$ cat src/rtl/bitrd_pkg.sv
`timescale 1ns / 1ps
// Shared types, codes and sizes for the MSB-first bit reader.
// No dependencies; every other file of the block imports this package.
package bitrd_pkg;

   localparam int BUFFER_BYTES  = 4096;
   localparam int MAX_READ_BITS = 64;
   localparam int RAM_AW        = $clog2(BUFFER_BYTES);
   localparam int INDEX_W       = 13;
   localparam int POS_W         = INDEX_W + 3;
   localparam int VALUE_W       = 64;
   localparam int COUNT_W       = 7;
   localparam int REQ_DATA_W    = 48;
   localparam int RSP_DATA_W    = 80;

   typedef logic [1:0] kind_type;
   localparam kind_type KIND_LOAD  = 2'd0;
   localparam kind_type KIND_SEEK  = 2'd1;
   localparam kind_type KIND_READ  = 2'd2;
   localparam kind_type KIND_ALIGN = 2'd3;

   typedef logic [1:0] status_type;
   localparam status_type STATUS_OK      = 2'd0;
   localparam status_type STATUS_WIDTH   = 2'd1;
   localparam status_type STATUS_OVERRUN = 2'd2;

   typedef struct packed {
      kind_type             kind;
      logic [11:0]          load_address;
      logic [7:0]           load_byte;
      logic [14:0]          seek_position;
      logic [COUNT_W-1:0]   bit_count;
   } item_type;

   typedef struct packed {
      logic [VALUE_W-1:0]   field_value;
      logic [INDEX_W-1:0]   byte_position;
      status_type           status;
   } result_type;

   typedef struct packed {
      logic                 wr_en;
      logic [RAM_AW-1:0]    wr_addr;
      logic [7:0]           wr_data;
      logic                 rd_en;
      logic [RAM_AW-1:0]    rd_addr;
   } ram_req_type;

endpackage

$ cat src/rtl/bitrd_ctrl.sv
`timescale 1ns / 1ps
// Sequencer of the bit reader: position registers, byte-by-byte field
// assembly from the buffer memory, and the result register. Depends on bitrd_pkg.
module bitrd_ctrl import bitrd_pkg::*; (
   input  logic                clock,
   input  logic                reset,
   input  logic                item_valid,
   output logic                item_ready,
   input  item_type            item,
   input  logic [INDEX_W-1:0]  data_length,
   output logic                result_valid,
   input  logic                result_ready,
   output result_type          result,
   output ram_req_type         ram_req,
   input  logic [7:0]          ram_rd_data
);

   typedef enum logic [1:0] {ST_IDLE, ST_EXEC, ST_READ, ST_DONE} state_type;

   state_type          state_ff, state_in;
   item_type           item_ff, item_in;
   logic [INDEX_W-1:0] idx_ff, idx_in;
   logic [2:0]         off_ff, off_in;
   logic [RAM_AW-1:0]  rd_addr_ff, rd_addr_in;
   logic [COUNT_W-1:0] rem_ff, rem_in;
   logic [2:0]         cur_off_ff, cur_off_in;
   logic [VALUE_W-1:0] value_ff, value_in;
   logic [POS_W-1:0]   next_pos_ff, next_pos_in;
   logic               rsp_valid_ff, rsp_valid_in;
   result_type         rsp_ff, rsp_in;

   logic               out_free;
   logic [INDEX_W-1:0] end_byte;
   logic [POS_W-1:0]   avail;
   logic [INDEX_W-1:0] idx_plus;
   logic [3:0]         byte_left;
   logic [3:0]         take;
   logic [7:0]         byte_al;
   logic [7:0]         bits;

   always_comb begin
      out_free = !rsp_valid_ff || result_ready;

      end_byte = (data_length > INDEX_W'(BUFFER_BYTES)) ? INDEX_W'(BUFFER_BYTES)
                                                        : data_length;
      if (idx_ff < end_byte) begin
         avail = POS_W'({end_byte - idx_ff, 3'b000}) - POS_W'(off_ff);
      end else begin
         avail = '0;
      end
      idx_plus = idx_ff + INDEX_W'(1);

      // Bits still unread in the current byte, and how many of them this byte gives.
      byte_left = 4'd8 - {1'b0, cur_off_ff};
      take      = (rem_ff < COUNT_W'(byte_left)) ? rem_ff[3:0] : byte_left;
      byte_al   = ram_rd_data << cur_off_ff;
      bits      = byte_al >> (4'd8 - take);

      state_in     = state_ff;
      item_in      = item_ff;
      idx_in       = idx_ff;
      off_in       = off_ff;
      rd_addr_in   = rd_addr_ff;
      rem_in       = rem_ff;
      cur_off_in   = cur_off_ff;
      value_in     = value_ff;
      next_pos_in  = next_pos_ff;
      rsp_valid_in = rsp_valid_ff && !result_ready;
      rsp_in       = rsp_ff;
      ram_req      = '0;

      unique case (state_ff)
         ST_IDLE: begin
            if (item_valid) begin
               item_in  = item;
               state_in = ST_EXEC;
            end
         end
         ST_EXEC: begin
            unique case (item_ff.kind)
               KIND_LOAD: begin
                  if (out_free) begin
                     ram_req.wr_en   = int'(item_ff.load_address) < BUFFER_BYTES;
                     ram_req.wr_addr = RAM_AW'(item_ff.load_address);
                     ram_req.wr_data = item_ff.load_byte;
                     rsp_valid_in    = 1'b1;
                     rsp_in          = '{field_value: '0, byte_position: idx_ff,
                                         status: STATUS_OK};
                     state_in        = ST_IDLE;
                  end
               end
               KIND_SEEK: begin
                  if (out_free) begin
                     idx_in       = INDEX_W'(item_ff.seek_position[14:3]);
                     off_in       = item_ff.seek_position[2:0];
                     rsp_valid_in = 1'b1;
                     rsp_in       = '{field_value: '0,
                                      byte_position: INDEX_W'(item_ff.seek_position[14:3]),
                                      status: STATUS_OK};
                     state_in     = ST_IDLE;
                  end
               end
               KIND_ALIGN: begin
                  if (out_free) begin
                     if (off_ff != 3'd0) begin
                        idx_in = idx_plus;
                        off_in = 3'd0;
                     end
                     rsp_valid_in = 1'b1;
                     rsp_in       = '{field_value: '0,
                                      byte_position: (off_ff != 3'd0) ? idx_plus : idx_ff,
                                      status: STATUS_OK};
                     state_in     = ST_IDLE;
                  end
               end
               KIND_READ: begin
                  if (int'(item_ff.bit_count) > MAX_READ_BITS) begin
                     if (out_free) begin
                        rsp_valid_in = 1'b1;
                        rsp_in       = '{field_value: '0, byte_position: idx_ff,
                                         status: STATUS_WIDTH};
                        state_in     = ST_IDLE;
                     end
                  end else if (POS_W'(item_ff.bit_count) > avail) begin
                     // Overrun: jump to the end unless already at or past it.
                     if (out_free) begin
                        if (idx_ff < end_byte) begin
                           idx_in = end_byte;
                           off_in = 3'd0;
                        end
                        rsp_valid_in = 1'b1;
                        rsp_in       = '{field_value: '0,
                                         byte_position: (idx_ff < end_byte) ? end_byte : idx_ff,
                                         status: STATUS_OVERRUN};
                        state_in     = ST_IDLE;
                     end
                  end else if (item_ff.bit_count == '0) begin
                     if (out_free) begin
                        rsp_valid_in = 1'b1;
                        rsp_in       = '{field_value: '0, byte_position: idx_ff,
                                         status: STATUS_OK};
                        state_in     = ST_IDLE;
                     end
                  end else begin
                     ram_req.rd_en = 1'b1;
                     ram_req.rd_addr = idx_ff[RAM_AW-1:0];
                     rd_addr_in  = idx_ff[RAM_AW-1:0] + RAM_AW'(1);
                     rem_in      = item_ff.bit_count;
                     cur_off_in  = off_ff;
                     value_in    = '0;
                     next_pos_in = {idx_ff, off_ff} + POS_W'(item_ff.bit_count);
                     state_in    = ST_READ;
                  end
               end
            endcase
         end
         ST_READ: begin
            value_in   = (value_ff << take) | VALUE_W'(bits);
            rem_in     = rem_ff - COUNT_W'(take);
            cur_off_in = 3'd0;
            if (rem_in != '0) begin
               ram_req.rd_en   = 1'b1;
               ram_req.rd_addr = rd_addr_ff;
               rd_addr_in      = rd_addr_ff + RAM_AW'(1);
            end else begin
               state_in = ST_DONE;
            end
         end
         ST_DONE: begin
            if (out_free) begin
               idx_in       = next_pos_ff[POS_W-1:3];
               off_in       = next_pos_ff[2:0];
               rsp_valid_in = 1'b1;
               rsp_in       = '{field_value: value_ff,
                                byte_position: next_pos_ff[POS_W-1:3],
                                status: STATUS_OK};
               state_in     = ST_IDLE;
            end
         end
         default: begin
            state_in = ST_IDLE;
         end
      endcase
   end

   always_ff @(posedge clock) begin
      if (reset) begin
         state_ff     <= ST_IDLE;
         idx_ff       <= '0;
         off_ff       <= '0;
         rsp_valid_ff <= 1'b0;
      end else begin
         state_ff     <= state_in;
         idx_ff       <= idx_in;
         off_ff       <= off_in;
         rsp_valid_ff <= rsp_valid_in;
      end
      item_ff     <= item_in;
      rd_addr_ff  <= rd_addr_in;
      rem_ff      <= rem_in;
      cur_off_ff  <= cur_off_in;
      value_ff    <= value_in;
      next_pos_ff <= next_pos_in;
      rsp_ff      <= rsp_in;
   end

   assign item_ready   = (state_ff == ST_IDLE);
   assign result_valid = rsp_valid_ff;
   assign result       = rsp_ff;

endmodule

$ cat config.mk
export PLATFORM = sky130hd
export DESIGN_NAME = bitrd_ctrl
export DESIGN_NICKNAME = d
export VERILOG_FILES = /design/src/rtl/bitrd_pkg.sv /design/src/rtl/bitrd_ctrl.sv
export SDC_FILE = /design/constraint.sdc
export NUM_CORES = 1
export LEC_CHECK = 0
export BUFFER_PORTS_ARGS = -buffer_cell sky130_fd_sc_hd__buf_2
export CAP_MARGIN = 10
export CELL_PAD_IN_SITES_DETAIL_PLACEMENT = 0
export CELL_PAD_IN_SITES_GLOBAL_PLACEMENT = 2
export CORE_AREA = 2 2 180 218
export DETAILED_ROUTE_END_ITERATION = 10
export DIE_AREA = 0 0 182 220
export PLACE_DENSITY = 0.83
export SLEW_MARGIN = 20
export SYNTH_ARGS = -nofsm -noshare
export SYNTH_HDL_FRONTEND = slang
export SYNTH_SLANG_ARGS = --single-unit
$ cat constraint.sdc
create_clock -name clock -period 26.6 [get_ports clock]
set_input_delay 2.66 -clock clock [delete_from_list [all_inputs] [get_ports clock]]
set_output_delay 2.66 -clock clock [all_outputs]
set_load 0.005 [all_outputs]
==> flow_summary.ini, run 1 <==
[critical_path]
r2r_setup_slack_ns = 19.52
cp_data_arrival_time_ns = 7.89
critical_path.max_fanout = 21
cp-end-kind = primary output
criticalPathCategory = in -> out
start_kind = primary input
required_ns = 23.94

[final_layout]
multi_input_area_sq_mm = 0.00797
seq_area_sq_mm = 0.00714
final_cell_mix = edfxtp_1, mux2i_1, buf_2
area_growth_pct = 14.5
post-route-util_pct = 47.3
fin_nets = 1736
layout-drive-gt1-share_pct = 17.7
mostFrequentLayoutCell = edfxtp_1
nFillCells = 3588
diodes = 0

[die]
die_x_microns = 182
start_util_pct = 41.3
core_sq_mm = 0.0382
die_h_microns = 220
pin_count = 184
rows = 79
die_area_sq_mm = 0.0400

[place]
dp_hpwl_mm = 33.9
port_buffers = 183
place.gp.congestion = 0.867

[timing]
fin_skew_ns = 0.0148
fin_crit_ns = 10.55
fin_crit_sh_pct = 39.7
max_freq_mhz = 94.7
rsz0062_at_grt = false
slew_headroom_pct = 24.7
drv_slew = 0
worstMarginPinSlew_ns = 1.13
setup_viol = 0
hold_violations = 0
tns_ns = 0

[synth]
async_flop_share_pct = 0
synth_top_flop_cell = edfxtp_1
synthDistinctLibCells = 74
synth-edff-count = 225
syn-num-nets = 1612
syn_avg_cell_area_sq_um = 10.6
synth.area.top_cells = edfxtp_1, mux2i_1, a22o_1
synth_top_area_share_pct = 42.8
netlist_instances = 1491
netlist_area_sq_mm = 0.0158
yosysTopAreaCell = edfxtp_1
ys_warn_count = 0
seq_area_frac_synth_pct = 45.3
ys_seq_elements = 244

[clock_network]
htree_levels = 1
cts_buffers = 28
cts_setup_buffers = 0
clock_path_buffers = 3
insertion_delay_ns = 0.55
cts_root_buf = clkbuf_16
tritoncts = done
hold_buffers = 0
clk_pin_slew_worst_paths_ns = 0.06
clock_sinks = 244
cts.repair.resized = 0

[route]
vias = 12700
ant_nets = 0
drc = 0
routed_via_density = 5.99
post_drt_wl_per_cell_microns = 22.4
totalWireLength_mm = 47.5
drtIter0Drc = 934
drtPass1Iterations = 7

[power_and_ir_drop]
ir_worst_vdd_uv = 46.5
power_density_mw_per_mm2 = 64.0
p_total_mw = 1.16
p_leak_nw = 7.14

[global_route]
antenna_found_initial = 0
grt_pass1_wl_mm = 72.6
grt_usage_pct = 23.1
grt_pass1_vias = 12600
overflow = 0
grt_max_degree = 75

[hold_path]
worst_hold_path_type = reg -> reg

[run]
drv_cap = 0

[outcome]
status = completed
[through the flow]
step | cell area, sq um | instances | hold slack [ns] | worst slack, ns
5_1_grt | 18100 | 2123 | 0.547 | 15.71
3_3_place_gp | 17100 | 2071 | 0.487 | 16.33
3_5_place_dp | 17100 | 2071 | 0.486 | 16.24
2_1_floorplan | 15800 | 1491 | 0.462 | 13.74
4_1_cts | 18000 | 2123 | 0.495 | 16.21
6_report | 18100 | 2123 | 0.498 | 16.05
[worst max-delay path: stages]
cell and delay, ns:
buf_2 0.11, inv_1 0.39, nand2_1 0.20, inv_1 0.09, ha_1 0.25, nand4_1 0.17
or4_1 0.57, and3_1 0.21, o211ai_1 0.08, buf_4 0.24, and2_1 0.72, nor2_1 0.08
ha_1 0.21, nor2b_1 0.11, o21a_1 0.12, o211ai_1 0.09, a31oi_1 0.51, inv_1 0.18
nand2_1 0.19, a21oi_1 0.09, buf_4 0.21, a22o_1 0.25, buf_2 0.13
[cells in the mapped netlist (all sizes together) (38+ instances only)]
master    n
a21oi    71
a22o     76
buf      38
clkbuf   72
edfxtp  225
ha       49
inv      72
mux2i   189
nand2   117
nand3    42
nor2     66
o21ai    83
o22ai    54
xnor2    39
[power by group]
group | internal, mW | total [mW] | switching, mW
registers | 0.456 | 0.482 | 0.0265
clock network | 0.256 | 0.417 | 0.161
logic | 0.0956 | 0.256 | 0.160
[flip-flops by register name, summed over array words and instances, names as in the netlist]
name,cells
state_ff,2
cur_off_ff,3
next_pos_ff,16
rem_ff,7
item_ff,44
idx_ff,13
result,79
off_ff,3
value_ff,64
rd_addr_ff,12
result_valid,1
[path summary, 6_finish.rpt]
| path | depth (start not counted) | from | endpoint |
|---|---|---|---|
| setup / recovery | 23 | data_length[12] | ram_req[0] |
| hold / removal | 2 | idx_ff[12]$_SDFFE_PP0P_ | idx_ff[12]$_SDFFE_PP0P_ |
| setup reg to reg | 18 | idx_ff[8]$_SDFFE_PP0P_ | result[17]$_DFFE_PP_ |
| hold reg to reg | 2 | idx_ff[12]$_SDFFE_PP0P_ | idx_ff[12]$_SDFFE_PP0P_ |
[logic make-up (layout without fill, tap and decap cells)]
kind of cell / after synthesis / in the layout / synth area share (%)
AOI/OAI and AO/OA: 428 / 428 / 19.2
xor gates and xnor gates: 50 / 50 / 2.78
adders and majority gates: 52 / 52 / 4.27
buffers and inverters: 184 / 330 / 4.64
DFF: 244 / 244 / 45.3
muxes: 208 / 208 / 14.1
and+or+nand+nor: 325 / 325 / 9.76
[per-layer routing]
layer	GRT usage, %	part of all wire (%)	vias up
met2	42.1	50	438
met1	28.6	41	6216
met3	2.48	5.2	84
met4	7.66	3.1	0
met5	0	0	-
li1	-	-	5977
[layout make-up]
type                       instances  area share, %
multi-input combinational       1063           44.1
sequential                       244           39.5
timing repair buffer             204           5.95
clock buffer                      33           4.10
tap                              486           3.37
inverter                          74           1.54
clock inverter                    19           1.37
(Power assumes the default switching activity.)
==> run 2: changes to the inputs <==
CORE_AREA = 2 2 187 226   (was 2 2 180 218)
DIE_AREA = 0 0 189 228   (was 0 0 182 220)
PLACE_DENSITY = 0.78   (was 0.83)
clock period = 11 ns   (was 26.6 ns; I/O delays follow)
==> run 2 against run 1 <==
  * Routed wire length up 0.69%
  * Flip-flop and latch count unchanged
  * Critical path depth down 3
  * Largest power group unchanged
  * Via count down 0.74%
  * Global-route usage down 1.5 points
  * Sequential share of layout area down 0.24 points
  * Hold slack better by 0.016 ns
  * Clock skew down 0.0048 ns
  * Non-clock buffer count down 2
  * Largest cell class unchanged
==> flow_summary.ini, run 2 (same netlist as run 1, synthesis figures left out) <==
[critical_path]
cp-end-kind = primary output
required_ns = 9.90
cp_data_arrival_time_ns = 7.33
critical_path.max_fanout = 68
criticalPathCategory = reg -> out
crit_slowest_cell = buf_4
start_kind = flop
path_cells = inv_1, ha_1, inv_1, ha_1, a21o_1, a21o_1, a21oi_1, mux2_4, buf_4, inv_1, ha_1, nor2b_1, o21ai_0, a21boi_0, nor4_1, nor3_1, nand2b_1, nor2_1, a22o_1, buf_2
critPathMaxStageDelay_ns = 0.76

[timing]
fin_skew_ns = 0.00996
max_freq_mhz = 119
hold_violations = 0
rsz0062_at_grt = false
worstMarginPinSlew_ns = 1.14
setup_viol = 0
fin_crit_sh_pct = 76.6
final.setup.worst_slack_ns = 2.57
slew_headroom_pct = 24.2
whs_ns = 0.515
tns_ns = 0
drv_slew = 0
fin_crit_ns = 8.43

[clock_network]
insertion_delay_ns = 0.56
tritoncts = done
cts.repair.resized = 0
htree_levels = 1
hold_buffers = 0
clock_path_buffers = 3
clock_sinks = 244
cts_root_buf = clkbuf_16
cts_buffers = 28
cts_setup_buffers = 0
clk_pin_slew_worst_paths_ns = 0.06

[outcome]
status = completed

[power_and_ir_drop]
p_int_mw = 1.97
p_leak_nw = 7.16
switchingPower_uw = 847
power_density_mw_per_mm2 = 155
seqPwrFrac_pct = 41.6
pwr-share-clk_pct = 36.5
ir_worst_vdd_uv = 136
swShare_pct = 30.1
p_comb_share_pct = 21.9

[route]
post_drt_wl_per_cell_microns = 22.0
drc = 0
routed_via_density = 5.79
vias = 12600
drtIter0Drc = 876
drtPass1Iterations = 5
totalWireLength_mm = 47.9
ant_nets = 0

[global_route]
overflow = 0
grt_pass1_wl_mm = 73.2
grt_max_degree = 75
grt_usage_pct = 21.7
antenna_found_initial = 0
grt_pass1_vias = 12500

[final_layout]
final_cell_mix = edfxtp_1, mux2i_1, buf_2
layout-drive-gt1-share_pct = 17.9
post-route-util_pct = 44.2
area_growth_pct = 15.2
diodes = 0
mostFrequentLayoutCell = edfxtp_1
fin_nets = 1734
largest_reg_flops = 79

[place]
dp_hpwl_mm = 34.1
port_buffers = 183
post-place-ws_ns = 3.18
place.gp.congestion = 0.866

[run]
drv_cap = 0

[die]
die_area_sq_mm = 0.0431
rows = 82
pin_count = 184
die_h_microns = 228
die_x_microns = 189
start_util_pct = 38.3
core_sq_mm = 0.0411

[hold_path]
worst_hold_path_type = reg -> reg
-- run 2: stage by stage --
step / area, sq um / std cells / power, mW
after detailed placement: 17100 / 2128 / 1.80
after global routing: 18200 / 2180 / 2.95
after global placement: 17100 / 2128 / 1.80
after CTS: 18100 / 2179 / 2.84
after floorplan: 15800 / 1491 / 1.59
final: 18200 / 2180 / 2.81
-- run 2: area by class of cell --
class / instances / area (sq um)
fill: 3943 / 23000
multi-input combinational: 1063 / 7980
sequential: 244 / 7140
timing repair buffer: 202 / 1080
clock buffer: 32 / 747
tap: 546 / 683
inverter: 74 / 278
clock inverter: 19 / 262
-- run 2: critical path, delay by kind of cell (launching register included) --
kind                     cells  cell delay (ns)
adder cells (fa/ha/maj)      3             1.05
AND/OR/NAND/NOR              5             1.43
buffers and inverters        5             1.74
multiplexers                 1             0.26
AO/OA/AOI/OAI                6             1.55
flip-flops                   1             0.66
-- run 2: routing by layer --
layer  track usage (%)  up-vias  wire (microns)  share of wire (%)
li1                  -     5951               -                  -
met1              27.6     6198           20000                 42
met2              38.0      400           23900                 50
met4              7.18        0            1440                3.0
met3              2.57       72            2560                5.3
met5                 0        -               0                  0
-- run 2: power groups by stage --
stage	combinational, mW	clock (mW)	sequential, mW
2_1_floorplan	0.426	0	1.16
3_3_place_gp	0.608	0	1.19
3_5_place_dp	0.612	0	1.19
4_1_cts	0.614	1.05	1.17
5_1_grt	0.677	1.09	1.18
6_report	0.616	1.03	1.17
-- run 2: path summary, 6_finish.rpt --
kind,from,endpoint,slack [ns],depth (start not counted)
max,cur_off_ff[0]$_SDFFCE_PP0P_,ram_req[1],2.57,20
min,idx_ff[12]$_SDFFE_PP0P_,idx_ff[12]$_SDFFE_PP0P_,0.51,2
max reg2reg,idx_ff[9]$_SDFFE_PP0P_,result[57]$_DFFE_PP_,4.07,19
min reg2reg,idx_ff[12]$_SDFFE_PP0P_,idx_ff[12]$_SDFFE_PP0P_,0.51,2
==> run 3: changes to the inputs <==
clock period = 8.1 ns   (was 11 ns; I/O delays follow)
==> run 3 against run 2 <==
  * Final area rose by 0.19%
  * First-iteration DRC count rose by 14%
  * Global-route usage barely moved
  * Clock skew fell by 0.00093 ns
  * Clock-buffer cell count did not move
  * Largest power group unchanged
==> flow_summary.ini, run 3 (same netlist as run 1, synthesis figures left out) <==
[critical_path]
start_kind = flop
timing.rr.start = idx_ff[4]$_SDFFE_PP0P_
required_ns = 7.29
r2r_setup_slack_ns = 1.83
cp_data_arrival_time_ns = 6.36
critical_path.max_fanout = 16
reg2reg_to = result[57]$_DFFE_PP_
criticalPathCategory = reg -> out
cp-end-kind = primary output
ff2ff_path_depth = 20

[timing]
fin_skew_ns = 0.00903
worstMarginPinSlew_ns = 1.12
setup_viol = 0
slew_headroom_pct = 25.3
rsz0062_at_grt = false
fin_crit_ns = 7.17
max_freq_mhz = 140
tns_ns = 0
fin_crit_sh_pct = 88.5
hold_violations = 0
drv_slew = 0

[hold_path]
min_path_cells = 1
worst_hold_path_type = in -> reg
holdPathEnd = item_ff[26]$_DFFE_PP_
min-delay-start = item[26]

[final_layout]
fin_nets = 1741
layout-drive-gt1-share_pct = 18.0
largest_reg_flops = 79
final_cell_mix = edfxtp_1, mux2i_1, buf_2
mostFrequentLayoutCell = edfxtp_1
area_growth_pct = 15.4
diodes = 0
fin_cells = 2186

[power_and_ir_drop]
p_total_mw = 3.83
switchingPower_mw = 1.14
p_comb_share_pct = 21.9
swShare_pct = 29.7
p_int_mw = 2.69
ir_worst_vdd_uv = 148
pwr-share-clk_pct = 36.7
p_leak_nw = 7.18
power_density_mw_per_mm2 = 210
seqPwrFrac_pct = 41.4

[place]
dp.cells = 2136
dp_hpwl_mm = 34.2
place.gp.congestion = 0.880
port_buffers = 183

[route]
ant_nets = 0
totalWireLength_mm = 47.8
drtPass1Iterations = 7
routed_via_density = 5.77
vias = 12600
post_drt_wl_per_cell_microns = 21.9
drtIter0Drc = 999
drc = 0

[clock_network]
clock_path_buffers = 3
cts_setup_buffers = 0
clock_sinks = 244
htree_levels = 1
cts_root_buf = clkbuf_16
clk_pin_slew_worst_paths_ns = 0.06
tritoncts = done
insertion_delay_ns = 0.55
cts.repair.resized = 0
cts_buffers = 28
hold_buffers = 0

[die]
die_x_microns = 189
core_sq_mm = 0.0411
start_util_pct = 38.3
rows = 82
die_area_sq_mm = 0.0431
pin_count = 184
die_h_microns = 228

[global_route]
grt_usage_pct = 21.7
grt_max_degree = 96
grt_pass1_vias = 12600
grt_pass1_wl_mm = 73.5
overflow = 0
antenna_found_initial = 0

[outcome]
status = completed

[run]
drv_cap = 0
run 3: how the worst max path moves through the flow:
stage / startpoint / to / slack (ns)
final: cur_off_ff[0]$_SDFFCE_PP0P_ / ram_req[2] / 0.93
after global routing: cur_off_ff[0]$_SDFFCE_PP0P_ / ram_req[0] / 0.28
after CTS: cur_off_ff[0]$_SDFFCE_PP0P_ / ram_req[2] / 0.85
after detailed placement: data_length[12] / ram_req[2] / 1.12
after global placement: data_length[12] / ram_req[0] / 1.23
after floorplan: data_length[12] / result[0]$_SDFFCE_PP0P_ / 0.71
run 3: final cells by class:
type | count | area, sq um
well taps | 546 | 683
clock buffers | 32 | 737
flip-flops and latches | 244 | 7140
inverters | 74 | 278
repair buffers | 209 | 1120
multi-input cells | 1063 | 7970
clock inverters | 18 | 269
fillers | 3945 | 22900
run 3: power groups by stage:
| stage | logic (mW) | clock network, mW | registers (mW) |
|---|---|---|---|
| after floorplan | 0.579 | 0 | 1.57 |
| after global placement | 0.834 | 0 | 1.61 |
| after detailed placement | 0.838 | 0 | 1.61 |
| after CTS | 0.842 | 1.44 | 1.59 |
| after global routing | 0.924 | 1.48 | 1.60 |
| final | 0.839 | 1.40 | 1.58 |
run 3: metal layers:
layer,wire length (microns),GRT usage (%)
met1,20000,27.6
met2,24100,38.3
met3,2540,2.95
met4,1100,5.83
met5,0,0
run 3: worst max-delay path, stage by stage (launching register included):
cell      delay [ns]
edfxtp_1        0.68
inv_1           0.27
ha_1            0.36
inv_1           0.04
ha_1            0.26
a21o_1          0.16
a21o_1          0.17
a21oi_1         0.54
mux2_2          0.42
inv_1           0.39
ha_1            0.36
o21ai_0         0.12
a21boi_0        0.21
nor4_1          0.29
nor3_1          0.12
nand2b_1        0.26
nor2_1          0.66
a22o_1          0.34
buf_2           0.15
run 3: through the flow:
stage               setup WS [ns]  util [%]  hold WS, ns  area [sq um]
finish                      0.932      44.2        0.426         18200
global route                0.284      44.2        0.394         18200
CTS                         0.851      44.2        0.387         18200
detailed placement           1.12      41.8        0.488         17200
global placement             1.23      41.8        0.488         17200
floorplan                   0.714         -        0.462         15800
